File: config.mk
export PLATFORM = sky130hd
export DESIGN_NAME = sha256_stream_hasher_top
export DESIGN_NICKNAME = d
export VERILOG_FILES = /design/src/design/shs_pkg.sv /design/src/design/shs_front.sv /design/src/design/shs_queue.sv /design/src/design/shs_core.sv /design/src/design/sha256_stream_hasher_top.sv
export SDC_FILE = /design/constraint.sdc
export NUM_CORES = 2
export LEC_CHECK = 0
export BUFFER_PORTS_ARGS = -buffer_cell sky130_fd_sc_hd__buf_2
export CAP_MARGIN = 20
export CORE_ASPECT_RATIO = 1.75
export CORE_MARGIN = 2
export CORE_UTILIZATION = 45
export CTS_CLUSTER_DIAMETER = 200
export DETAILED_ROUTE_END_ITERATION = 12
export PLACE_DENSITY = 0.66
export RECOVER_POWER = 100
export SLEW_MARGIN = 30
export SYNTH_ARGS = -nofsm -noshare
export SYNTH_HDL_FRONTEND = slang
export SYNTH_HIERARCHICAL = 1
export SYNTH_SLANG_ARGS = --single-unit
File: constraint.sdc
create_clock -name clock -period 17.94 [get_ports clock]
set_input_delay 5.382 -clock clock [delete_from_list [all_inputs] [get_ports clock]]
set_output_delay 5.382 -clock clock [all_outputs]
set_load 0.01 [all_outputs]
File: src/design/shs_pkg.sv
// SHA-256 stream hasher: shared types, constants and round functions.
// Used by the front end, the word queue, the compression core and the top level.
// No dependencies.
package shs_pkg;

   localparam int unsigned ByteWidth   = 8;
   localparam int unsigned WordWidth   = 32;
   localparam int unsigned IndexWidth  = 3;
   localparam int unsigned DigestWords = 8;
   localparam int unsigned BlockWords  = 16;
   localparam int unsigned RoundCount  = 64;
   localparam int unsigned QueueDepthDefault = 4;

   typedef logic [WordWidth-1:0] word_type;

   // one message word on its way from the front end to the core
   typedef struct packed {
      logic     last;   // final word of the final padded block
      word_type data;
   } qentry_type;

   typedef enum logic {
      ACT_ABSORB = 1'b0,
      ACT_FINISH = 1'b1
   } action_type;

   localparam logic [ByteWidth-1:0] PadByte = 8'h80;
   // word positions inside a block that carry the bit length
   localparam logic [3:0] LenHiWord = 4'd14;
   localparam logic [3:0] LenLoWord = 4'd15;

   localparam word_type RoundK [RoundCount] = '{
      32'h428a2f98, 32'h71374491, 32'hb5c0fbcf, 32'he9b5dba5,
      32'h3956c25b, 32'h59f111f1, 32'h923f82a4, 32'hab1c5ed5,
      32'hd807aa98, 32'h12835b01, 32'h243185be, 32'h550c7dc3,
      32'h72be5d74, 32'h80deb1fe, 32'h9bdc06a7, 32'hc19bf174,
      32'he49b69c1, 32'hefbe4786, 32'h0fc19dc6, 32'h240ca1cc,
      32'h2de92c6f, 32'h4a7484aa, 32'h5cb0a9dc, 32'h76f988da,
      32'h983e5152, 32'ha831c66d, 32'hb00327c8, 32'hbf597fc7,
      32'hc6e00bf3, 32'hd5a79147, 32'h06ca6351, 32'h14292967,
      32'h27b70a85, 32'h2e1b2138, 32'h4d2c6dfc, 32'h53380d13,
      32'h650a7354, 32'h766a0abb, 32'h81c2c92e, 32'h92722c85,
      32'ha2bfe8a1, 32'ha81a664b, 32'hc24b8b70, 32'hc76c51a3,
      32'hd192e819, 32'hd6990624, 32'hf40e3585, 32'h106aa070,
      32'h19a4c116, 32'h1e376c08, 32'h2748774c, 32'h34b0bcb5,
      32'h391c0cb3, 32'h4ed8aa4a, 32'h5b9cca4f, 32'h682e6ff3,
      32'h748f82ee, 32'h78a5636f, 32'h84c87814, 32'h8cc70208,
      32'h90befffa, 32'ha4506ceb, 32'hbef9a3f7, 32'hc67178f2
   };

   localparam word_type InitH [DigestWords] = '{
      32'h6a09e667, 32'hbb67ae85, 32'h3c6ef372, 32'ha54ff53a,
      32'h510e527f, 32'h9b05688c, 32'h1f83d9ab, 32'h5be0cd19
   };

   function automatic word_type rotr(word_type x, int unsigned n);
      return (x >> n) | (x << (WordWidth - n));
   endfunction

   function automatic word_type big_sigma0(word_type x);
      return rotr(x, 2) ^ rotr(x, 13) ^ rotr(x, 22);
   endfunction

   function automatic word_type big_sigma1(word_type x);
      return rotr(x, 6) ^ rotr(x, 11) ^ rotr(x, 25);
   endfunction

   function automatic word_type small_sigma0(word_type x);
      return rotr(x, 7) ^ rotr(x, 18) ^ (x >> 3);
   endfunction

   function automatic word_type small_sigma1(word_type x);
      return rotr(x, 17) ^ rotr(x, 19) ^ (x >> 10);
   endfunction

   function automatic word_type choose(word_type e, word_type f, word_type g);
      return (e & f) ^ (~e & g);
   endfunction

   function automatic word_type majority(word_type a, word_type b, word_type c);
      return (a & b) ^ (a & c) ^ (b & c);
   endfunction

endpackage

File: src/design/shs_front.sv
// Front end: accepts byte items, packs them into 32-bit message words and
// generates the padding and length words on a finish item. Uses shs_pkg.
module shs_front (
   input  logic                    clock,
   input  logic                    reset,
   input  logic                    req_tvalid,
   output logic                    req_tready,
   input  logic [7:0]              req_tdata,   // [7:0] data_byte
   input  logic                    req_tuser,   // [0] action
   output logic                    push_valid,
   input  logic                    push_ready,
   output shs_pkg::qentry_type     push_entry
);

   typedef enum logic [1:0] {
      F_IDLE = 2'b01,
      F_PAD  = 2'b10
   } fstate_type;

   fstate_type   state_ff, state_in;
   logic [63:0]  count_ff, count_in;     // message length in bytes, wraps
   logic [23:0]  word_ff, word_in;       // bytes of the partial word
   logic [1:0]   bpos_ff, bpos_in;       // bytes held in the partial word
   logic [3:0]   pos_ff, pos_in;         // word position inside the block
   logic         first_ff, first_in;
   logic         final_ff, final_in;     // this block carries the length
   logic [63:0]  len_ff, len_in;         // message length in bits
   shs_pkg::word_type pad_word;

   // first padded word: partial bytes, then the pad marker, then zeros
   always_comb begin
      case (bpos_ff)
         2'd0:    pad_word = {shs_pkg::PadByte, 24'h0};
         2'd1:    pad_word = {word_ff[7:0], shs_pkg::PadByte, 16'h0};
         2'd2:    pad_word = {word_ff[15:0], shs_pkg::PadByte, 8'h0};
         default: pad_word = {word_ff[23:0], shs_pkg::PadByte};
      endcase
   end

   assign req_tready = (state_ff == F_IDLE) && push_ready;

   // accept bytes, then walk through the padding words
   always_comb begin
      state_in   = state_ff;
      count_in   = count_ff;
      word_in    = word_ff;
      bpos_in    = bpos_ff;
      pos_in     = pos_ff;
      first_in   = first_ff;
      final_in   = final_ff;
      len_in     = len_ff;
      push_valid = 1'b0;
      push_entry = '{last: 1'b0, data: {word_ff, req_tdata}};
      unique case (state_ff)
         F_IDLE: begin
            if (req_tvalid && req_tready) begin
               if (shs_pkg::action_type'(req_tuser) == shs_pkg::ACT_ABSORB) begin
                  word_in  = {word_ff[15:0], req_tdata};
                  count_in = count_ff + 64'd1;
                  if (count_ff[1:0] == 2'b11) begin
                     push_valid = 1'b1;
                  end
               end else begin
                  bpos_in  = count_ff[1:0];
                  pos_in   = count_ff[5:2];
                  first_in = 1'b1;
                  final_in = (count_ff[5:2] < shs_pkg::LenHiWord);
                  len_in   = {count_ff[60:0], 3'b000};
                  count_in = '0;
                  state_in = F_PAD;
               end
            end
         end
         F_PAD: begin
            push_valid      = 1'b1;
            push_entry.last = final_ff && (pos_ff == shs_pkg::LenLoWord);
            if (first_ff) begin
               push_entry.data = pad_word;
            end else if (final_ff && (pos_ff == shs_pkg::LenHiWord)) begin
               push_entry.data = len_ff[63:32];
            end else if (final_ff && (pos_ff == shs_pkg::LenLoWord)) begin
               push_entry.data = len_ff[31:0];
            end else begin
               push_entry.data = '0;
            end
            if (push_ready) begin
               first_in = 1'b0;
               pos_in   = pos_ff + 4'd1;
               if (pos_ff == shs_pkg::LenLoWord) begin
                  final_in = 1'b1;
                  if (final_ff) begin
                     state_in = F_IDLE;
                  end
               end
            end
         end
         default: state_in = F_IDLE;
      endcase
   end

   // control registers
   always_ff @(posedge clock) begin
      if (reset) begin
         state_ff <= F_IDLE;
         count_ff <= '0;
      end else begin
         state_ff <= state_in;
         count_ff <= count_in;
      end
   end

   // payload registers
   always_ff @(posedge clock) begin
      word_ff  <= word_in;
      bpos_ff  <= bpos_in;
      pos_ff   <= pos_in;
      first_ff <= first_in;
      final_ff <= final_in;
      len_ff   <= len_in;
   end

endmodule

File: src/design/shs_queue.sv
// Short word queue between the front end and the compression core.
// Uses shs_pkg for the entry type.
module shs_queue #(
   parameter int unsigned Depth = shs_pkg::QueueDepthDefault
) (
   input  logic                clock,
   input  logic                reset,
   input  logic                push_valid,
   output logic                push_ready,
   input  shs_pkg::qentry_type push_entry,
   output logic                pop_valid,
   input  logic                pop_ready,
   output shs_pkg::qentry_type pop_entry
);

   localparam int unsigned PtrWidth   = $clog2(Depth);
   localparam int unsigned CountWidth = $clog2(Depth + 1);

   shs_pkg::qentry_type   slot_ff [Depth];
   logic [PtrWidth-1:0]   wr_ptr_ff, wr_ptr_in;
   logic [PtrWidth-1:0]   rd_ptr_ff, rd_ptr_in;
   logic [CountWidth-1:0] count_ff, count_in;
   logic                  do_push, do_pop;

   assign push_ready = (count_ff != CountWidth'(Depth));
   assign pop_valid  = (count_ff != '0);
   assign pop_entry  = slot_ff[rd_ptr_ff];
   assign do_push    = push_valid && push_ready;
   assign do_pop     = pop_valid && pop_ready;

   // advance pointers and occupancy
   always_comb begin
      wr_ptr_in = wr_ptr_ff;
      rd_ptr_in = rd_ptr_ff;
      count_in  = count_ff;
      if (do_push) begin
         wr_ptr_in = (wr_ptr_ff == PtrWidth'(Depth - 1)) ? '0 : wr_ptr_ff + 1'b1;
      end
      if (do_pop) begin
         rd_ptr_in = (rd_ptr_ff == PtrWidth'(Depth - 1)) ? '0 : rd_ptr_ff + 1'b1;
      end
      if (do_push && !do_pop) begin
         count_in = count_ff + 1'b1;
      end else if (do_pop && !do_push) begin
         count_in = count_ff - 1'b1;
      end
   end

   always_ff @(posedge clock) begin
      if (reset) begin
         wr_ptr_ff <= '0;
         rd_ptr_ff <= '0;
         count_ff  <= '0;
      end else begin
         wr_ptr_ff <= wr_ptr_in;
         rd_ptr_ff <= rd_ptr_in;
         count_ff  <= count_in;
      end
   end

   // write one slot
   always_ff @(posedge clock) begin
      if (do_push) begin
         slot_ff[wr_ptr_ff] <= push_entry;
      end
   end

endmodule

File: src/design/shs_core.sv
// Compression core: SHA-256 rounds, one per cycle unless waiting on the queue, over a
// rolling 16-word schedule window, chaining update, and digest word output. Uses shs_pkg.
module shs_core (
   input  logic                clock,
   input  logic                reset,
   input  logic                pop_valid,
   output logic                pop_ready,
   input  shs_pkg::qentry_type pop_entry,
   output logic                rsp_tvalid,
   input  logic                rsp_tready,
   output logic [31:0]         rsp_tdata,   // [31:0] digest_word
   output logic [2:0]          rsp_tuser,   // [2:0] word_index
   output logic                rsp_tlast    // last_word
);

   typedef enum logic [2:0] {
      C_RUN  = 3'b001,
      C_ADD  = 3'b010,
      C_EMIT = 3'b100
   } cstate_type;

   cstate_type        state_ff, state_in;
   logic [5:0]        round_ff, round_in;
   logic [2:0]        idx_ff, idx_in;
   logic              lastblk_ff, lastblk_in;
   shs_pkg::word_type h_ff [shs_pkg::DigestWords];
   shs_pkg::word_type h_in [shs_pkg::DigestWords];
   shs_pkg::word_type v_ff [shs_pkg::DigestWords];
   shs_pkg::word_type v_in [shs_pkg::DigestWords];
   shs_pkg::word_type win_ff [shs_pkg::BlockWords];
   shs_pkg::word_type win_in [shs_pkg::BlockWords];
   shs_pkg::word_type wcur_ff, wcur_in;
   shs_pkg::word_type round_w, t1, t2, w_next;
   logic              loading, step;

   // first sixteen rounds take their word straight from the queue
   assign loading   = (round_ff[5:4] == 2'b00);
   assign pop_ready = (state_ff == C_RUN) && loading;
   assign step      = (state_ff == C_RUN) && (!loading || pop_valid);
   assign round_w   = loading ? pop_entry.data : wcur_ff;

   // round datapath and next schedule word
   assign t1 = v_ff[7] + shs_pkg::big_sigma1(v_ff[4])
             + shs_pkg::choose(v_ff[4], v_ff[5], v_ff[6])
             + shs_pkg::RoundK[round_ff] + round_w;
   assign t2 = shs_pkg::big_sigma0(v_ff[0]) + shs_pkg::majority(v_ff[0], v_ff[1], v_ff[2]);
   assign w_next = shs_pkg::small_sigma1(win_ff[15]) + win_ff[10]
                 + shs_pkg::small_sigma0(win_ff[2]) + win_ff[1];

   assign rsp_tvalid = (state_ff == C_EMIT);
   assign rsp_tdata  = h_ff[idx_ff];
   assign rsp_tuser  = idx_ff;
   assign rsp_tlast  = (idx_ff == 3'(shs_pkg::DigestWords - 1));

   // sequence rounds, chaining add and digest output
   always_comb begin
      state_in   = state_ff;
      round_in   = round_ff;
      idx_in     = idx_ff;
      lastblk_in = lastblk_ff;
      wcur_in    = wcur_ff;
      h_in       = h_ff;
      v_in       = v_ff;
      win_in     = win_ff;
      unique case (state_ff)
         C_RUN: begin
            if (step) begin
               for (int i = 0; i < shs_pkg::BlockWords - 1; i++) begin
                  win_in[i] = win_ff[i+1];
               end
               win_in[shs_pkg::BlockWords-1] = round_w;
               wcur_in = w_next;
               v_in[7] = v_ff[6];
               v_in[6] = v_ff[5];
               v_in[5] = v_ff[4];
               v_in[4] = v_ff[3] + t1;
               v_in[3] = v_ff[2];
               v_in[2] = v_ff[1];
               v_in[1] = v_ff[0];
               v_in[0] = t1 + t2;
               round_in = round_ff + 6'd1;
               if (round_ff == 6'(shs_pkg::BlockWords - 1)) begin
                  lastblk_in = pop_entry.last;
               end
               if (round_ff == 6'(shs_pkg::RoundCount - 1)) begin
                  state_in = C_ADD;
               end
            end
         end
         C_ADD: begin
            for (int i = 0; i < shs_pkg::DigestWords; i++) begin
               h_in[i] = h_ff[i] + v_ff[i];
               v_in[i] = h_ff[i] + v_ff[i];
            end
            idx_in   = '0;
            state_in = lastblk_ff ? C_EMIT : C_RUN;
         end
         C_EMIT: begin
            if (rsp_tready) begin
               idx_in = idx_ff + 3'd1;
               if (rsp_tlast) begin
                  h_in     = shs_pkg::InitH;
                  v_in     = shs_pkg::InitH;
                  state_in = C_RUN;
               end
            end
         end
         default: state_in = C_RUN;
      endcase
   end

   // control and chaining state
   always_ff @(posedge clock) begin
      if (reset) begin
         state_ff   <= C_RUN;
         round_ff   <= '0;
         idx_ff     <= '0;
         lastblk_ff <= 1'b0;
         h_ff       <= shs_pkg::InitH;
         v_ff       <= shs_pkg::InitH;
      end else begin
         state_ff   <= state_in;
         round_ff   <= round_in;
         idx_ff     <= idx_in;
         lastblk_ff <= lastblk_in;
         h_ff       <= h_in;
         v_ff       <= v_in;
      end
   end

   // schedule window
   always_ff @(posedge clock) begin
      win_ff  <= win_in;
      wcur_ff <= wcur_in;
   end

endmodule

File: src/design/sha256_stream_hasher_top.sv
// SHA-256 stream hasher, top level: front end, word queue and compression core.
// Depends on shs_pkg, shs_front, shs_queue and shs_core.
//
//   channel  direction  handshake              tdata               tuser / tlast
//   req      in         req_tvalid/req_tready  [7:0] data_byte     tuser[0] action
//   rsp      out        rsp_tvalid/rsp_tready  [31:0] digest_word  tuser[2:0] word_index,
//                                                                   tlast last_word
//
// An absorb item is accepted while the front end is idle and the queue has room; every
// fourth byte pushes a word into the queue. The core runs one round per cycle when not
// waiting on the queue: 64 rounds plus a chaining add per block. The first 16 rounds
// wait on the incoming bytes, and at the default depth the queue holds only 16 bytes
// over the remaining rounds and the chaining add.
// A finish item starts the padding: the front end pushes the padding words one per
// cycle while the queue has room (one or two blocks), and the core presents eight
// digest words one per cycle while rsp_tready is high.
// Reset is synchronous; there is no clearing pass. Either side may stall: the
// queue lets the front end keep taking bytes while the core computes or emits,
// until the queue fills.
module sha256_stream_hasher_top #(
   parameter int unsigned QueueDepth = shs_pkg::QueueDepthDefault
) (
   input  logic        clock,
   input  logic        reset,
   input  logic        req_tvalid,
   output logic        req_tready,
   input  logic [7:0]  req_tdata,   // [7:0] data_byte
   input  logic        req_tuser,   // [0] action
   output logic        rsp_tvalid,
   input  logic        rsp_tready,
   output logic [31:0] rsp_tdata,   // [31:0] digest_word
   output logic [2:0]  rsp_tuser,   // [2:0] word_index
   output logic        rsp_tlast    // last_word
);

   logic                push_valid, push_ready;
   logic                pop_valid, pop_ready;
   shs_pkg::qentry_type push_entry, pop_entry;

   shs_front u_front (
      .clock      (clock),
      .reset      (reset),
      .req_tvalid (req_tvalid),
      .req_tready (req_tready),
      .req_tdata  (req_tdata),
      .req_tuser  (req_tuser),
      .push_valid (push_valid),
      .push_ready (push_ready),
      .push_entry (push_entry)
   );

   shs_queue #(
      .Depth (QueueDepth)
   ) u_queue (
      .clock      (clock),
      .reset      (reset),
      .push_valid (push_valid),
      .push_ready (push_ready),
      .push_entry (push_entry),
      .pop_valid  (pop_valid),
      .pop_ready  (pop_ready),
      .pop_entry  (pop_entry)
   );

   shs_core u_core (
      .clock      (clock),
      .reset      (reset),
      .pop_valid  (pop_valid),
      .pop_ready  (pop_ready),
      .pop_entry  (pop_entry),
      .rsp_tvalid (rsp_tvalid),
      .rsp_tready (rsp_tready),
      .rsp_tdata  (rsp_tdata),
      .rsp_tuser  (rsp_tuser),
      .rsp_tlast  (rsp_tlast)
   );

`ifndef NO_ASSERTIONS
   // the final digest word ends the burst
   assert property (@(posedge clock) disable iff (reset)
      (rsp_tvalid && rsp_tready && rsp_tlast) |=> !rsp_tvalid)
      else $error("digest output continued past the last word");

   // digest words come back to back in order
   assert property (@(posedge clock) disable iff (reset)
      (rsp_tvalid && rsp_tready && !rsp_tlast) |=>
         (rsp_tvalid && (rsp_tuser == 3'($past(rsp_tuser) + 3'd1))))
      else $error("digest word index skipped or output dropped");

   // a queue word is never taken while the core is presenting a digest
   assert property (@(posedge clock) disable iff (reset)
      rsp_tvalid |-> !pop_ready)
      else $error("core pulled a message word while emitting a digest");
`endif

endmodule
==> impl_metrics.py <==
metrics = {
    "global_route": {
        "grt_start_max_net_pins": 199,
        "overflow": 0,
        "grt_antenna_before_repair": 11,
        "first_global_vias": 60000,
        "wire_length_of_the_first_global_routing_pass_um": 397000,
        "groute.usage.overall_pct": 31.3,
    },
    "logic_synthesis": {
        "synthCells": 7551,
        "synthesis.yosys.warnings": 6,
        "synthesis.area_per_instance_um2": 10.1,
        "synthesis.nets": 8167,
        "synth_edf_count": 735,
        "yosys_most_used_dff": "sky130_fd_sc_hd__edfxtp_1",
        "ys_ff_latch": 1332,
        "yosysUniqueCellTypes": 104,
        "syn_area_mm2": 0.0765,
        "ys_seq_area_share_pct": 44.5,
        "synthArstFlopShare_pct": 0,
    },
    "min_path": {
        "worstHoldEndpoint": "u_core/win_ff[255]$_DFFE_PP_",
        "min-delay-start": "u_core/win_ff[223]$_DFFE_PP_",
        "worstHoldPathType": "reg2reg",
        "min_delay_path_depth": 0,
    },
    "critical_path": {
        "reg2reg_to": "u_core/v_ff[255]$_SDFFE_PP0P_",
        "reg2reg_slack_ps": 4060,
        "crit_path_start": "rsp_tready",
        "critical_path.startpoint_type": "input port",
        "worst_r2r_startpoint": "u_core/round_ff[4]$_SDFFE_PP0P_",
        "worst_setup_path_type": "in2reg",
        "endpoint_class_of_the_critical_path": "flop",
        "worst_ep_arrival_time_ps": 14750,
        "cp.required_ps": 18610,
        "rr_worst_depth": 31,
        "cp_max_fo": 140,
    },
    "sta": {
        "fin_skew_ps": 52.8,
        "period_needed_ps": 14070,
        "hold_ws_ps": 399,
        "max-slew-margin-rel_pct": -433,
        "fin_tns_setup_ps": 0,
        "timing.final.ws_setup_ps": 3870,
        "tightest_slew_ps": 7990,
        "timing.final.setup_violations": 0,
        "rsz0062_at_grt": "no",
        "max_clock_freq_mhz": 71.1,
        "number_of_max_slew_violations_in_the_final_report": 1735,
        "final_hold_vio_count": 0,
        "timing.final.crit_share_pct": 78.4,
    },
    "route": {
        "drt_wl_total_um": 275000,
        "dr.first_iter.drc_count": 5394,
        "routedWlPerCell_um": 28.2,
        "route.detailed.drc": 0,
        "drt-vias-per-instance": 6.16,
        "route.antenna.remaining_nets": 0,
        "dr_vias": 60200,
        "pre_repair_dr_iteration_count": 8,
    },
    "cts": {
        "post_cts_resized": 0,
        "cts-root-buf": "sky130_fd_sc_hd__clkbuf_16",
        "cts-buffers-inserted": 140,
        "clk_pin_slew_worst_paths_ps": 60,
        "tritoncts": "yes",
        "cts_setup_buffers": 0,
        "clock-sinks": 1332,
        "cts_hold_buffers": 0,
        "worst_skew_pair.late_latency_ps": 820,
        "clock_path_buffers": 4,
        "htree_levels": 4,
    },
    "placement": {
        "portBuffers": 50,
        "routabilityCongestion": 1.02,
        "dpl_worst_slack_ps": 7230,
        "numPlacedInstances": 9525,
        "hpwl_um": 199000,
    },
    "final_layout": {
        "post_route_cells_drive_above_1_share_pct": 6.75,
        "mostFrequentLayoutCells": "sky130_fd_sc_hd__a21oi_1, sky130_fd_sc_hd__edfxtp_1, sky130_fd_sc_hd__o21ai_0, sky130_fd_sc_hd__nand2_1, sky130_fd_sc_hd__dfxtp_1",
        "final_cells": 9764,
        "layout_commonest_cell": "sky130_fd_sc_hd__a21oi_1",
        "filler_cell_count": 15300,
        "total_number_of_nets_in_the_final_design": 8063,
        "area.growth.synth_to_final_pct": 8.95,
    },
    "outcome": {
        "status": "finished with violations",
        "violations": "capacitance limit, slew limit",
    },
    "die": {
        "design.portCount": 51,
        "fp.coreArea_mm2": 0.169,
        "fp-row-count": 200,
        "dieHeight_um": 550,
        "die-area_mm2": 0.174,
        "floorplan.die.width_um": 316,
        "floorplan.initialDensity_pct": 45.2,
    },
    "flow_run": {
        "cap_violations": 36,
    },
}
## cell type report
type,instances,area (um^2),share of cell area (%)
multi-input combinational,5407,39500,47.4
sequential,1332,34000,40.8
clock buffer,178,3840,4.61
tap,2222,2780,3.33
inverter,409,1540,1.84
timing repair buffer,157,973,1.17
clock inverter,56,678,0.813
antenna,3,7.51,0.00900
## logic make-up (layout without fill, tap and decap cells)
| family | after synthesis | count (layout) | synth area share, % |
|---|---|---|---|
| muxes | 185 | 185 | 4.11 |
| DFF | 1332 | 1332 | 44.5 |
| xor gates and xnor gates | 602 | 602 | 6.89 |
| adders and majority gates | 605 | 605 | 11.8 |
| AOI/OAI and AO/OA | 2301 | 2301 | 18.4 |
| buffers and inverters | 812 | 800 | 4.01 |
| other | 0 | 3 | 0 |
| and+or+nand+nor | 1714 | 1714 | 10.3 |
## metal layers
| metal | track usage, % | up-vias | wire length [um] |
|---|---|---|---|
| li1 | - | 27100 | - |
| met2 | 55.0 | 2598 | 138000 |
| met4 | 29.0 | 10 | 31700 |
| met1 | 31.4 | 29500 | 89100 |
| met3 | 4.87 | 970 | 16200 |
| met5 | 0 | - | 97 |
## stage by stage
stage | cell area (um^2) | util (%)
after global placement | 79000 | 46.6
final | 83400 | 49.2
after floorplan | 76500 | -
after CTS | 83600 | 49.3
after detailed placement | 79100 | 46.7
after global routing | 83400 | 49.2
## registers in the layout (all words and copies together) (netlist names), 4 cells and up, named ones only
signal,flops
u_core/win_ff,480
u_core/h_ff,256
u_core/v_ff,256
u_queue/slot_ff,132
u_front/count_ff,61
u_front/len_ff,60
u_core/wcur_ff,32
u_front/word_ff,24
u_core/round_ff,6
u_front/pos_ff,4
## worst max-delay path: stages
cell and delay (ps):
sky130_fd_sc_hd__clkbuf_1 130, sky130_fd_sc_hd__a21oi_1 420, sky130_fd_sc_hd__a21oi_1 230, sky130_fd_sc_hd__o21ai_4 120, sky130_fd_sc_hd__buf_4 470, sky130_fd_sc_hd__buf_12 300, sky130_fd_sc_hd__clkbuf_1 5520, sky130_fd_sc_hd__buf_4 1330
sky130_fd_sc_hd__or3_1 200, sky130_fd_sc_hd__o21ai_0 70, sky130_fd_sc_hd__a211oi_1 330
## synth_stat cells (15+ instances only)
library cell	count	area share (%)
sky130_fd_sc_hd__a311oi_1	22	0.25
sky130_fd_sc_hd__mux2i_1	43	0.56
sky130_fd_sc_hd__xnor2_1	418	4.8
sky130_fd_sc_hd__dfxtp_1	597	16
sky130_fd_sc_hd__xor2_1	184	2.1
sky130_fd_sc_hd__o21ai_0	645	4.2
sky130_fd_sc_hd__or3_1	54	0.44
sky130_fd_sc_hd__inv_1	408	2.0
sky130_fd_sc_hd__nand3_1	121	0.79
sky130_fd_sc_hd__mux4_2	99	2.9
sky130_fd_sc_hd__a211oi_1	43	0.42
sky130_fd_sc_hd__nand2_1	599	2.9
sky130_fd_sc_hd__mux2_2	43	0.63
sky130_fd_sc_hd__o21a_1	60	0.59
sky130_fd_sc_hd__clkbuf_1	344	1.7
sky130_fd_sc_hd__and3_1	48	0.39
sky130_fd_sc_hd__or4_1	16	0.16
sky130_fd_sc_hd__a211o_1	18	0.21
sky130_fd_sc_hd__a221oi_1	43	0.49
sky130_fd_sc_hd__buf_1	50	0.25
sky130_fd_sc_hd__a22o_1	20	0.23
sky130_fd_sc_hd__nor4_1	15	0.12
sky130_fd_sc_hd__o21bai_1	42	0.41
sky130_fd_sc_hd__o22a_1	16	0.18
sky130_fd_sc_hd__nand4_1	52	0.43
sky130_fd_sc_hd__nor2b_1	42	0.34
sky130_fd_sc_hd__ha_1	407	6.7
sky130_fd_sc_hd__o211ai_1	34	0.33
sky130_fd_sc_hd__o22ai_1	46	0.38
sky130_fd_sc_hd__and2_1	37	0.30
sky130_fd_sc_hd__fa_1	196	5.1
sky130_fd_sc_hd__a31oi_1	71	0.58
sky130_fd_sc_hd__nor3b_1	15	0.15
sky130_fd_sc_hd__o31ai_1	43	0.42
sky130_fd_sc_hd__a21oi_1	768	5.0
sky130_fd_sc_hd__o221ai_1	16	0.18
sky130_fd_sc_hd__a21o_1	206	2.0
sky130_fd_sc_hd__nand2b_1	64	0.52
sky130_fd_sc_hd__nor3_1	79	0.52
sky130_fd_sc_hd__nor2_1	512	2.5
sky130_fd_sc_hd__edfxtp_1	735	29
sky130_fd_sc_hd__a22oi_1	60	0.59
## worst max path at each step
stage	to	slack, ps	cells past startpoint
global route	u_core/v_ff[255]$_SDFFE_PP0P_	3560	31
CTS	u_core/v_ff[255]$_SDFFE_PP0P_	7160	40
floorplan	u_core/lastblk_ff$_SDFFE_PP0P_	370	7
global placement	u_core/v_ff[255]$_SDFFE_PP0P_	6510	37
finish	u_core/v_ff[92]$_SDFFE_PP1P_	3870	11
detailed placement	u_core/v_ff[255]$_SDFFE_PP0P_	7230	38
Power is left out: the tool's default activity adds up to more than one toggle a clock period on the data nets, which glitch-free logic cannot reach.
